`config.mk`:
```
export PLATFORM = sky130hd
export DESIGN_NAME = line_split_request_issuer_unit
export DESIGN_NICKNAME = d
export VERILOG_FILES = /design/src/sv/lsri_pkg.sv /design/src/sv/lsri_rem_unit.sv /design/src/sv/line_split_request_issuer_unit.sv
export VERILOG_INCLUDE_DIRS = /design/src /design/src/sv
export SDC_FILE = /design/constraint.sdc
export NUM_CORES = 1
export LEC_CHECK = 0
export CAP_MARGIN = 40
export CORE_MARGIN = 2
export CORE_UTILIZATION = 40
export DETAILED_ROUTE_END_ITERATION = 6
export DONT_BUFFER_PORTS = 1
export GPL_TIMING_DRIVEN = 0
export HOLD_SLACK_MARGIN = 0.05
export RECOVER_POWER = 25
export SLEW_MARGIN = 10
export SYNTH_ARGS = -nofsm -noshare
export SYNTH_HDL_FRONTEND = slang
export SYNTH_SLANG_ARGS = --single-unit
```
`constraint.sdc`:
```
create_clock -name clk -period 6.1 [get_ports clk]
set_clock_uncertainty 0.15 [all_clocks]
set_input_delay 0.61 -clock clk [delete_from_list [all_inputs] [get_ports clk]]
set_output_delay 0.61 -clock clk [all_outputs]
set_load 0.02 [all_outputs]
```
`src/sv/line_split_request_issuer_unit_assert.svh`:
```
// Assertion macros shared by the line split request issuer RTL.
// Each macro expects signals named clk and rst_n in the including scope.
`ifndef LINE_SPLIT_REQUEST_ISSUER_UNIT_ASSERT_SVH
`define LINE_SPLIT_REQUEST_ISSUER_UNIT_ASSERT_SVH

// Same-cycle implication, disabled while reset is asserted.
`define LSRI_ASSERT_IMPL(lbl, ante, cons, msg) \
  lbl: assert property (@(posedge clk) disable iff (!rst_n) (ante) |-> (cons)) \
    else $error(msg);

// Next-cycle implication, disabled while reset is asserted.
`define LSRI_ASSERT_NEXT(lbl, ante, cons, msg) \
  lbl: assert property (@(posedge clk) disable iff (!rst_n) (ante) |=> (cons)) \
    else $error(msg);

`endif

```
`src/sv/lsri_pkg.sv`:
```
// Shared types and constants of the line split request issuer.
// No dependencies; used by lsri_rem_unit and the top level.
package lsri_pkg;

  localparam int ADDR_W = 64;
  localparam int LEN_W  = 13;
  localparam int TAG_W  = 6;
  localparam int CNT_W  = 7;
  localparam int MAXP_W = 6;
  localparam int LINE_MAX = 4096;

  localparam logic REG_LINE_SIZE   = 1'b0;
  localparam logic REG_MAX_PENDING = 1'b1;

  typedef enum logic [1:0] {
    OP_READ  = 2'd0,
    OP_WRITE = 2'd1,
    OP_RESP  = 2'd2,
    OP_EXIT  = 2'd3
  } op_t;

  typedef enum logic [2:0] {
    ST_ISSUED      = 3'd0,
    ST_STALLED     = 3'd1,
    ST_TOO_LONG    = 3'd2,
    ST_ZERO_LEN    = 3'd3,
    ST_RESP_OK     = 3'd4,
    ST_UNKNOWN_TAG = 3'd5,
    ST_HALTED      = 3'd6,
    ST_EXIT        = 3'd7
  } status_t;

  typedef enum logic [2:0] {
    S_IDLE,
    S_EVAL,
    S_DIV,
    S_DEC,
    S_OUT0,
    S_OUT1
  } state_t;

  typedef struct packed {
    status_t             status;
    logic                valid;
    logic                write;
    logic [ADDR_W-1:0]   addr;
    logic [LEN_W-1:0]    len;
    logic [TAG_W-1:0]    tag;
    logic [CNT_W-1:0]    outst;
    logic                last;
  } res_t;

endpackage

```
`src/sv/lsri_rem_unit.sv`:
```
// Bit-serial remainder of a 64-bit address by the line size, one bit a cycle.
// Depends on lsri_pkg for the address and length widths.
module lsri_rem_unit (
  input  logic                       clk,
  input  logic                       rst_n,
  input  logic                       start,
  input  logic [lsri_pkg::ADDR_W-1:0] dividend,
  input  logic [lsri_pkg::LEN_W-1:0]  divisor,
  output logic                       done,
  output logic [lsri_pkg::LEN_W-1:0]  rem
);
  import lsri_pkg::*;

  localparam int STEP_W = $clog2(ADDR_W);
  localparam logic [STEP_W-1:0] LAST_STEP = STEP_W'(ADDR_W - 1);

  logic                busy_r;
  logic                done_r;
  logic [STEP_W-1:0]   cnt_r;
  logic [ADDR_W-1:0]   a_r;
  logic [LEN_W-1:0]    rem_r;
  logic [LEN_W-1:0]    trial;

  // The remainder stays below the divisor, which never exceeds 4096, so its
  // top bit is always clear before the shift.
  assign trial = {rem_r[LEN_W-2:0], a_r[ADDR_W-1]};

  always_ff @(posedge clk) begin
    if (!rst_n) begin
      busy_r <= 1'b0;
      done_r <= 1'b0;
      cnt_r  <= '0;
    end else begin
      done_r <= 1'b0;
      if (start) begin
        busy_r <= 1'b1;
        cnt_r  <= '0;
      end else if (busy_r) begin
        cnt_r <= cnt_r + 1'b1;
        if (cnt_r == LAST_STEP) begin
          busy_r <= 1'b0;
          done_r <= 1'b1;
        end
      end
    end
  end

  always_ff @(posedge clk) begin
    if (start) begin
      a_r   <= dividend;
      rem_r <= '0;
    end else if (busy_r) begin
      a_r <= {a_r[ADDR_W-2:0], 1'b0};
      if (trial >= divisor) begin
        rem_r <= trial - divisor;
      end else begin
        rem_r <= trial;
      end
    end
  end

  assign done = done_r;
  assign rem  = rem_r;

endmodule

```
`src/sv/line_split_request_issuer_unit.sv`:
```
// Channel | Direction | Contents
// in_     | slave     | tuser: operation; tdata: address, length, tag
// out_    | master    | tuser: status, issue_valid; tdata: issue, outstanding; tlast: last
// cfg_    | slave     | cfg_index selects line_size or max_pending, cfg_data is the value
//
// A read or write request that reaches the split check goes from acceptance through
// evaluation, the serial remainder over the 64 address bits, the split decision and one
// or two output beats back to idle, where the next request can be accepted.
// Exit, responses and refused requests go from evaluation straight to the output and wait there.
// Reset (rst_n, synchronous, active low) clears the tag table and counters.
// One request is in flight at a time; a stalled output holds the sequencer.
//
// Top level of the line split request issuer; uses lsri_pkg and lsri_rem_unit,
// and the assertion macros of line_split_request_issuer_unit_assert.svh.
`include "line_split_request_issuer_unit_assert.svh"

module line_split_request_issuer_unit #(
  parameter int TAG_SLOTS = 64
) (
  input  logic        clk,
  input  logic        rst_n,
  input  logic        in_tvalid,
  output logic        in_tready,
  input  logic [87:0] in_tdata,   // address[63:0], length[76:64], tag[82:77], zero pad
  input  logic [1:0]  in_tuser,   // operation[1:0]
  output logic        out_tvalid,
  input  logic        out_tready,
  output logic [95:0] out_tdata,  // issue_write[0], issue_address[64:1],
                                  // issue_length[77:65], issue_tag[83:78],
                                  // outstanding[90:84], zero pad
  output logic [3:0]  out_tuser,  // status[2:0], issue_valid[3]
  output logic        out_tlast,
  input  logic        cfg_valid,
  output logic        cfg_ready,
  input  logic        cfg_index,
  input  logic [12:0] cfg_data
);
  import lsri_pkg::*;

  localparam int USED_SLOTS = (TAG_SLOTS < 64) ? TAG_SLOTS : 64;
  localparam int IW = $clog2(USED_SLOTS);
  localparam logic [CNT_W-1:0] USED_L = CNT_W'(USED_SLOTS);
  localparam logic [LEN_W-1:0] LINE_MAX_L = LEN_W'(LINE_MAX);

  state_t              state_r, state_nxt;
  op_t                 op_r;
  logic [ADDR_W-1:0]   addr_r;
  logic [LEN_W-1:0]    len_r;
  logic [TAG_W-1:0]    tag_r;
  logic [LEN_W-1:0]    line_r;
  logic [MAXP_W-1:0]   maxp_r;
  logic                halted_r;
  logic [USED_SLOTS-1:0] busy_r, busy_nxt;
  logic [CNT_W-1:0]    pending_r;
  logic [CNT_W-1:0]    sc_r;
  logic                found0_r, found1_r;
  logic [TAG_W-1:0]    free0_r, free1_r;
  res_t                res0_r, res1_r;

  logic [LEN_W-1:0]    line_eff;
  logic                tag_hit;
  logic                need_div;
  res_t                quick_res;
  logic [LEN_W-1:0]    rem;
  logic                rem_done;
  logic                rem_start;
  logic [LEN_W:0]      span;
  logic                split;
  logic                can_issue;
  logic [LEN_W-1:0]    left_len;
  logic [ADDR_W-1:0]   right_addr;
  logic                scan_free;
  res_t                dec_res0, dec_res1;
  res_t                cur_res;

  always_comb begin
    if (line_r == '0) begin
      line_eff = LEN_W'(1);
    end else if (line_r > LINE_MAX_L) begin
      line_eff = LINE_MAX_L;
    end else begin
      line_eff = line_r;
    end
  end

  assign tag_hit = ({1'b0, tag_r} < USED_L) && busy_r[tag_r[IW-1:0]];

  // Decide everything that needs no remainder.
  always_comb begin
    quick_res       = '0;
    quick_res.last  = 1'b1;
    quick_res.outst = pending_r;
    need_div        = 1'b0;
    if (halted_r) begin
      quick_res.status = ST_HALTED;
    end else if (op_r == OP_EXIT) begin
      quick_res.status = ST_EXIT;
    end else if (op_r == OP_RESP) begin
      if (tag_hit) begin
        quick_res.status = ST_RESP_OK;
        quick_res.outst  = pending_r - 1'b1;
      end else begin
        quick_res.status = ST_UNKNOWN_TAG;
      end
    end else if (pending_r >= {1'b0, maxp_r}) begin
      quick_res.status = ST_STALLED;
    end else if (len_r > line_eff) begin
      quick_res.status = ST_TOO_LONG;
    end else if (len_r == '0) begin
      quick_res.status = ST_ZERO_LEN;
    end else begin
      need_div = 1'b1;
    end
  end

  assign rem_start = (state_r == S_EVAL) && need_div;

  lsri_rem_unit u_rem (
    .clk      (clk),
    .rst_n    (rst_n),
    .start    (rem_start),
    .dividend (addr_r),
    .divisor  (line_eff),
    .done     (rem_done),
    .rem      (rem)
  );

  assign span       = {1'b0, rem} + {1'b0, len_r};
  assign split      = span > {1'b0, line_eff};
  assign can_issue  = found0_r && (!split || found1_r);
  assign left_len   = line_eff - rem;
  assign right_addr = addr_r + ADDR_W'(left_len);

  // The slot scan runs alongside the remainder and records the two lowest free tags.
  assign scan_free = (sc_r < USED_L) && !busy_r[sc_r[IW-1:0]];

  // Results of the split decision; without enough free tags the request stalls.
  always_comb begin
    dec_res0        = '0;
    dec_res1        = '0;
    dec_res0.last   = 1'b1;
    dec_res0.outst  = pending_r;
    dec_res0.status = ST_STALLED;
    if (can_issue) begin
      dec_res0.status = ST_ISSUED;
      dec_res0.valid  = 1'b1;
      dec_res0.write  = (op_r == OP_WRITE);
      dec_res0.addr   = addr_r;
      dec_res0.tag    = free0_r;
      dec_res0.outst  = pending_r + 7'd1;
      dec_res0.len    = split ? left_len : len_r;
      dec_res0.last   = !split;
      dec_res1.status = ST_ISSUED;
      dec_res1.valid  = 1'b1;
      dec_res1.write  = (op_r == OP_WRITE);
      dec_res1.addr   = right_addr;
      dec_res1.len    = len_r - left_len;
      dec_res1.tag    = free1_r;
      dec_res1.outst  = pending_r + 7'd2;
      dec_res1.last   = 1'b1;
    end
  end

  always_comb begin
    busy_nxt = busy_r;
    if (state_r == S_EVAL && !halted_r && op_r == OP_RESP && tag_hit) begin
      busy_nxt[tag_r[IW-1:0]] = 1'b0;
    end
    if (state_r == S_DEC && can_issue) begin
      busy_nxt[free0_r[IW-1:0]] = 1'b1;
      if (split) begin
        busy_nxt[free1_r[IW-1:0]] = 1'b1;
      end
    end
  end

  always_comb begin
    state_nxt = state_r;
    unique case (state_r)
      S_IDLE: if (in_tvalid) state_nxt = S_EVAL;
      S_EVAL: state_nxt = need_div ? S_DIV : S_OUT0;
      S_DIV:  if (rem_done) state_nxt = S_DEC;
      S_DEC:  state_nxt = S_OUT0;
      S_OUT0: if (out_tready) state_nxt = res0_r.last ? S_IDLE : S_OUT1;
      S_OUT1: if (out_tready) state_nxt = S_IDLE;
      default: state_nxt = S_IDLE;
    endcase
  end

  always_ff @(posedge clk) begin
    if (!rst_n) begin
      state_r   <= S_IDLE;
      line_r    <= LEN_W'(64);
      maxp_r    <= MAXP_W'(16);
      halted_r  <= 1'b0;
      busy_r    <= '0;
      pending_r <= '0;
    end else begin
      state_r <= state_nxt;
      busy_r  <= busy_nxt;
      if (cfg_valid && cfg_ready) begin
        if (cfg_index == REG_LINE_SIZE) begin
          line_r <= cfg_data;
        end else begin
          maxp_r <= cfg_data[MAXP_W-1:0];
        end
      end
      if (state_r == S_EVAL && !halted_r) begin
        if (op_r == OP_EXIT) begin
          halted_r <= 1'b1;
        end else if (op_r == OP_RESP && tag_hit) begin
          pending_r <= pending_r - 1'b1;
        end
      end
      if (state_r == S_DEC && can_issue) begin
        if (split) begin
          pending_r <= pending_r + 7'd2;
        end else begin
          pending_r <= pending_r + 7'd1;
        end
      end
    end
  end

  always_ff @(posedge clk) begin
    if (state_r == S_IDLE && in_tvalid) begin
      op_r   <= op_t'(in_tuser);
      addr_r <= in_tdata[63:0];
      len_r  <= in_tdata[76:64];
      tag_r  <= in_tdata[82:77];
    end
    if (state_r == S_EVAL) begin
      sc_r     <= '0;
      found0_r <= 1'b0;
      found1_r <= 1'b0;
      res0_r   <= quick_res;
    end else if (state_r == S_DIV && sc_r < USED_L) begin
      sc_r <= sc_r + 1'b1;
      if (scan_free) begin
        if (!found0_r) begin
          found0_r <= 1'b1;
          free0_r  <= sc_r[TAG_W-1:0];
        end else if (!found1_r) begin
          found1_r <= 1'b1;
          free1_r  <= sc_r[TAG_W-1:0];
        end
      end
    end else if (state_r == S_DEC) begin
      res0_r <= dec_res0;
      res1_r <= dec_res1;
    end
  end

  assign cur_res    = (state_r == S_OUT1) ? res1_r : res0_r;
  assign in_tready  = (state_r == S_IDLE);
  assign out_tvalid = (state_r == S_OUT0) || (state_r == S_OUT1);
  assign out_tdata  = {5'b0, cur_res.outst, cur_res.tag, cur_res.len, cur_res.addr,
                       cur_res.write};
  assign out_tuser  = {cur_res.valid, cur_res.status};
  assign out_tlast  = cur_res.last;
  assign cfg_ready  = 1'b1;

  `LSRI_ASSERT_IMPL(a_one_in_flight, out_tvalid, !in_tready, "input taken while a result waits")
  `LSRI_ASSERT_IMPL(a_count_match, 1'b1, $countones(busy_r) == pending_r,
                    "outstanding count differs from busy tag slots")
  `LSRI_ASSERT_IMPL(a_issued_tag_busy, out_tvalid && cur_res.valid,
                    busy_r[cur_res.tag[IW-1:0]], "issued tag is not marked busy")
  `LSRI_ASSERT_NEXT(a_rem_to_dec, rem_done, state_r == S_DEC,
                    "remainder finished outside the split check")

endmodule
```
==> results.cfg, run 1 <==
[placed_design]
place_ws_ns = -0.479
gp_congestion = 0.927
place_area_um2 = 25700
hpwl_mm = 55.4
io_buffers = 0

[routing]
wl_mm = 76.9
drc = 0
via_count = 18785
wl_per_cell_um = 24.0
drt_iter0_markers = 1690
viasPerCell = 5.87
firstDrtPassIters = 5
antenna_left = 0

[logic_synthesis]
ys_seq_area_share_pct = 49.4
yosys_warnings = 0
netlist.area_leader.share_pct = 32.2
ys_top_cells_by_area = edfxtp_1 32%, dfxtp_1 17%, mux2_2 7.3%
synth_cell_types = 80
ys_seq_elements = 473
synth_edf_count = 263
ys.flop_type = edfxtp_1
syn_area_um2 = 24500
yosys.area.top_type = edfxtp_1
syn_inst = 2208
synth_area_per_cell_um2 = 11.1
async_flop_share_pct = 0

[global_routing]
grt_pass1_vias = 18507
grt_max_degree = 48
grt_pass1_wl_mm = 114
grt_antenna_before_repair = 1
grt.overflow.total = 0
grt.total_usage_pct = 23.6

[worst_hold_path]
min_to = state_r[2]
hold_path_startpoint = out_tready
hp-class = input port to register
holdPathStages = 3

[run_status]
violations = capacitance limit, slew limit
status = complete, but fails checks

[floorplan]
coreArea_um2 = 60500
die-height_um = 252
io_pins = 213
die_w_um = 252
die_area_um2 = 63300
initial_core_util_pct = 40.5
rows = 90

[worst_setup_path]
crit_required_ns = 6.29
cp-end-kind = register
start_kind = register
r2r_slack_ns = 0.29
ff2ff_path_depth = 19
cp.arrival_ns = 5.99
reg2reg_to = res1_r[89]
worstReg2RegStart = line_r[12]
critPathKind = register to register
path_max_fanout = 13

[timing]
whs_ns = 0.0834
relSlewSlack_pct = -120
fmax_ghz = 0.172
finalSetupViolations = 0
fin_ws_ns = 0.294
final_hold_viol_count = 0
tns_ns = 0
rsz0062_at_grt = yes
worst_slew_pin_slew_ns = 3.29
post-route-period-util_pct = 95.2
period_needed_ns = 5.81
drv_slew = 41

[clock_network]
cts.clk_slew.worst_paths_ns = 0.06
numCtsBuffers = 51
clock_latency_ns = 0.61
htreeDepth = 2
cts_tree = done
clockBufferDepth = 3
cts_sinks = 473
root_buffer = clkbuf_16

[cells_and_area]
nets = 2591
regArea_um2 = 12100
drive_above_1_share_pct = 14.8
multi_input_area_um2 = 11700
utilization_pct = 47.1
syn2layout_area_growth_pct = 16.3
fill_cells = 5514
final_area_um2 = 28500

[pwr]
leakage_nw = 10.5
cellPowerDensity_nw_per_um2 = 372
vdd_drop_max_v = 0.000204

[job]
maxCapViolCount = 1
==> where the power goes <==
part	internal, mW	total (mW)	switching [mW]
clock network	1.78	3.10	1.32
registers	3.54	3.74	0.199
logic	1.55	3.76	2.21
==> stage by stage <==
step / instances / power, mW
after CTS: 3197 / 10.5
after floorplan: 2212 / 6.46
after detailed placement: 3004 / 7.35
after global routing: 3200 / 11.2
final: 3200 / 10.6
after global placement: 2994 / 7.23
==> how the worst max path moves through the flow <==
| stage | from | end | slack (ns) | cells after the start |
|---|---|---|---|---|
| finish | line_r[12] | res1_r[89] | 0.29 | 19 |
| global route | line_r[12] | res1_r[75] | -0.12 | 20 |
| CTS | len_r[0] | pending_r[1] | -0.02 | 20 |
| detailed placement | line_r[12] | res1_r[69] | -0.48 | 21 |
| global placement | state_r[0] | busy_r[38] | -2.68 | 11 |
| floorplan | state_r[0] | busy_r[8] | 0.67 | 12 |
==> synthesized netlist by cell type, types with 60 or more instances <==
library cell	n
edfxtp_1	263
dfxtp_1	210
nor2_1	197
mux2_2	158
nand2_1	142
ha_1	102
inv_1	94
a21oi_1	81
xnor2_1	77
clkbuf_1	69
a22o_1	65
nand3_1	60
==> flip-flops by register name (all words and copies together) (netlist names), 2 cells and up <==
name and count:
state_r 3, u_rem.a_r 64, free0_r 6, tag_r 6, addr_r 64, maxp_r 6
res0_r 96, u_rem.cnt_r 6, pending_r 7, free1_r 6, op_r 2, u_rem.rem 13
sc_r 7, line_r 13, len_r 13, res1_r 92, busy_r 64
==> worst max-delay path, cell delays in order, from the launching register on <==
cell	delay (ns)
dfxtp_1	0.48
inv_1	0.26
nand2_1	0.28
inv_1	0.16
fa_1	0.44
a21o_1	0.19
a21oi_1	0.22
nor2b_1	0.10
o21ai_0	0.25
o21ai_0	0.18
o41ai_1	0.38
xnor2_1	0.30
inv_1	0.20
ha_1	0.43
nand3_1	0.20
nor3_2	0.45
nor2_2	0.21
nor4_2	0.44
xnor2_1	0.16
nor2_1	0.05
==> logic make-up after synthesis <==
family	share of synthesized area [%]
AOI/OAI and AO/OA	13.6
other	0.0306
DFF	49.4
muxes	11.6
buffers and inverters	3.76
adders and majority gates	5.62
xor gates and xnor gates	4.18
and+or+nand+nor	11.8
==> layout by cell type, fill, tap and decap left out, types with 20 or more instances in the layout <==
cell           count
a211oi_1          22
a21oi_1           78
and3_1            21
nand2b_1          20
o21ai_0           43
a22o_1            65
nor3_1            27
mux2i_1           33
ha_1             102
nand2_1          142
inv_1             96
a21o_1            20
xor2_1            40
edfxtp_1         263
clkbuf_1          82
xnor2_1           76
nor2_1           194
mux2_2           158
nand3_1           57
dfxtp_1          210
dlygate4sd3_1     98
o221ai_1          58
nand4_1           23
o211ai_1          52
mux4_2            24
clkbuf_16         52
buf_2             22
==> cell type report <==
cell class,instances,share of cell area (%)
Clock buffer,73,4.95
Clock inverter,22,0.817
Timing Repair Buffer,113,4.05
Sequential cell,473,42.5
Antenna cell,1,0.00878
Inverter,98,1.29
Tap cell,782,3.43
Multi-Input combinational cell,1517,41.0
Buffer,121,1.99
==> repair_timing <==
item / 4_1_cts / 5_1_grt
setup endpoints to repair: 88 / 220
gates cloned: 0 / 0
setup buffers: 1 / 4
gates resized for setup: 10 / 43
pin swaps: 1 / 1
hold endpoints to repair: 104 / 0
hold buffers: 98 / 0
==> per-layer routing <==
layer | GRT usage, % | share of wire (%)
met1 | 30.6 | 42
met2 | 38.6 | 46
met3 | 5.17 | 8.2
met4 | 8.89 | 3.8
met5 | 0 | 0
No activity file was read; power rests on OpenSTA's default activity.
==> run 2, diff against run 1 <==
--- a/config.mk
+++ b/config.mk
@@ -6,12 +6,12 @@
 export SDC_FILE = /design/constraint.sdc
 export NUM_CORES = 1
 export LEC_CHECK = 0
+export ABC_CLOCK_PERIOD_IN_PS = 6100
 export CAP_MARGIN = 40
 export CORE_MARGIN = 2
 export CORE_UTILIZATION = 40
 export DETAILED_ROUTE_END_ITERATION = 6
 export DONT_BUFFER_PORTS = 1
-export GPL_TIMING_DRIVEN = 0
 export HOLD_SLACK_MARGIN = 0.05
 export RECOVER_POWER = 25
 export SLEW_MARGIN = 10
==> run 2 against run 1 <==
Sequential power is essentially flat. Non-clock buffer count is 74 lower. Worst setup slack improved by 0.079 ns. Core utilization shrank 0.093 points. The run still ends with capacitance limit, slew limit left. Global-route usage fell by 1.8 points. Cell count down 2.1%. First-iteration DRC count shrank 15%. Cell area shrank 0.20%. Via count decreased by 3.0%. Clock-buffer cell count decreased by 5.
==> results.cfg, run 2 (same netlist as run 1, synthesis figures left out) <==
[floorplan]
rows = 90
io_pins = 213
coreArea_um2 = 60500
die-height_um = 252
die_area_um2 = 63300
initial_core_util_pct = 40.5
die_w_um = 252

[clock_network]
numCtsBuffers = 54
clockBufferDepth = 3
cts.clk_slew.worst_paths_ns = 0.06
htreeDepth = 2
root_buffer = clkbuf_16
cts_tree = done
clock_latency_ns = 0.62
cts_setup_buffers = 0
cts_sinks = 473

[worst_setup_path]
cp-endpoint = busy_r[60]
crit_start = len_r[0]
r2r_slack_ns = 0.37
path_max_fanout = 8
ff2ff_path_depth = 20
start_kind = register
reg2reg_to = busy_r[60]
crit_required_ns = 6.47
cp-end-kind = register
worstReg2RegStart = len_r[0]
critPathKind = register to register
cp.arrival_ns = 6.09

[timing]
relSlewSlack_pct = -117
drv_slew = 71
rsz0062_at_grt = yes
finalSetupViolations = 0
worst_slew_pin_slew_ns = 3.26
period_needed_ns = 5.73
fin_ws_ns = 0.373
post-route-period-util_pct = 93.9
tns_ns = 0
fmax_ghz = 0.175
final_hold_viol_count = 0

[global_routing]
grt_pass1_vias = 18073
grt_antenna_before_repair = 3
grt.overflow.total = 0
grt.total_usage_pct = 21.8
grt_max_degree = 86
grt_pass1_wl_mm = 107

[routing]
drc = 0
wl_mm = 70.8
firstDrtPassIters = 5
viasPerCell = 5.82
via_count = 18225
antenna_left = 0
wl_per_cell_um = 22.6
drt_iter0_markers = 1430

[cells_and_area]
final_common_cell = edfxtp_1
final_cell_mix = 263 x edfxtp_1, 210 x dfxtp_1, 197 x nor2_1
largest_register_ffs = 96
drive_above_1_share_pct = 14.7
nets = 2520
reg_top3 = res0_r x96, res1_r x92
final_area_um2 = 28400
syn2layout_area_growth_pct = 16.1
largest-register = res0_r
fin_cells = 3134

[worst_hold_path]
hold_path_startpoint = rst_n
hp-class = input port to register

[pwr]
p_sw_share_pct = 33.9
pwr-share-seq_pct = 34.6
cellPowerDensity_nw_per_um2 = 381
p_clk_share_pct = 32.2
vdd_drop_max_v = 0.000253
comb_power_share_pct = 33.3
leakage_nw = 10.5
switchingPower_mw = 3.68
power.internal_mw = 7.17
finalPower_mw = 10.8

[placed_design]
place_area_um2 = 25500
gp_congestion = 0.886
hpwl_mm = 48.2
dp.cells = 2924
place_ws_ns = 0.422
io_buffers = 0

[run_status]
status = complete, but fails checks
violations = capacitance limit, slew limit

[job]
maxCapViolCount = 2
## run 2: cell count changes in the layout (fill, tap and decap cells not counted), moves of 7 or more
cell	previous run	this run
buf_2	22	0
clkbuf_2	10	0
dlygate4sd3_1	98	105
clkbuf_1	82	13
buf_1	12	0
buf_4	14	46
## run 2: metal layers
metal | part of all wire [%] | vias to the layer above | track usage [%]
met2 | 46 | 727 | 35.7
li1 | - | 8444 | -
met5 | 0 | - | 0
met1 | 43 | 8875 | 28.8
met4 | 4.0 | 0 | 8.64
met3 | 7.2 | 179 | 3.76
## run 2: metrics by stage
step / utilization (%) / hold slack (ns)
after floorplan: - / 0.268
after global placement: 42.0 / 0.281
after detailed placement: 42.1 / 0.285
after CTS: 47.1 / 0.108
after global routing: 47.0 / 0.170
final: 47.0 / 0.142
## run 2: worst min-delay path by stage
stage	end	cells past startpoint
6_report	busy_r[0]	4
5_1_grt	maxp_r[0]	3
4_1_cts	busy_r[0]	4
3_5_place_dp	res0_r[10]	2
3_3_place_gp	res0_r[23]	2
2_1_floorplan	res0_r[10]	2
## run 2: layout make-up
class                           instances  area [um2]
Inverter                               98         368
Clock buffer                           68        1470
Antenna cell                            2        5.00
Fill cell                            5426       32000
Timing Repair Buffer                  160        1530
Multi-Input combinational cell       1517       11500
Clock inverter                         34         464
Sequential cell                       473       12100
Tap cell                              782         978
## run 2: what timing repair did
action / 4_1_cts / 5_1_grt
hold endpoints to repair: 170 / 0
hold buffers: 106 / 0
endpoints found under the setup margin: 0 / 17
gates resized for setup: 0 / 3
## run 2: power by group through the flow
stage          sequential [mW]  clock [mW]  combinational (mW)
2_1_floorplan             3.71           0                2.75
3_3_place_gp              3.81           0                3.40
3_5_place_dp              3.81           0                3.51
4_1_cts                   3.74        3.57                3.60
5_1_grt                   3.77        3.70                4.01
6_report                  3.75        3.49                3.61
## run 2: critical path, cell delays in order, from the launching register on
cell,delay [ns]
edfxtp_1,0.43
ha_1,0.27
fa_1,0.41
a21o_1,0.18
a21oi_1,0.22
o21bai_1,0.09
a21oi_1,0.23
nor2b_1,0.10
o2111ai_1,0.18
nand3_1,0.11
o41ai_1,0.34
xnor2_1,0.12
ha_1,0.30
nand3_1,0.12
nor4_1,0.34
a31oi_1,0.14
or4_1,0.65
a31oi_4,0.25
nand2_1,0.10
or3_1,0.60
o221ai_1,0.29
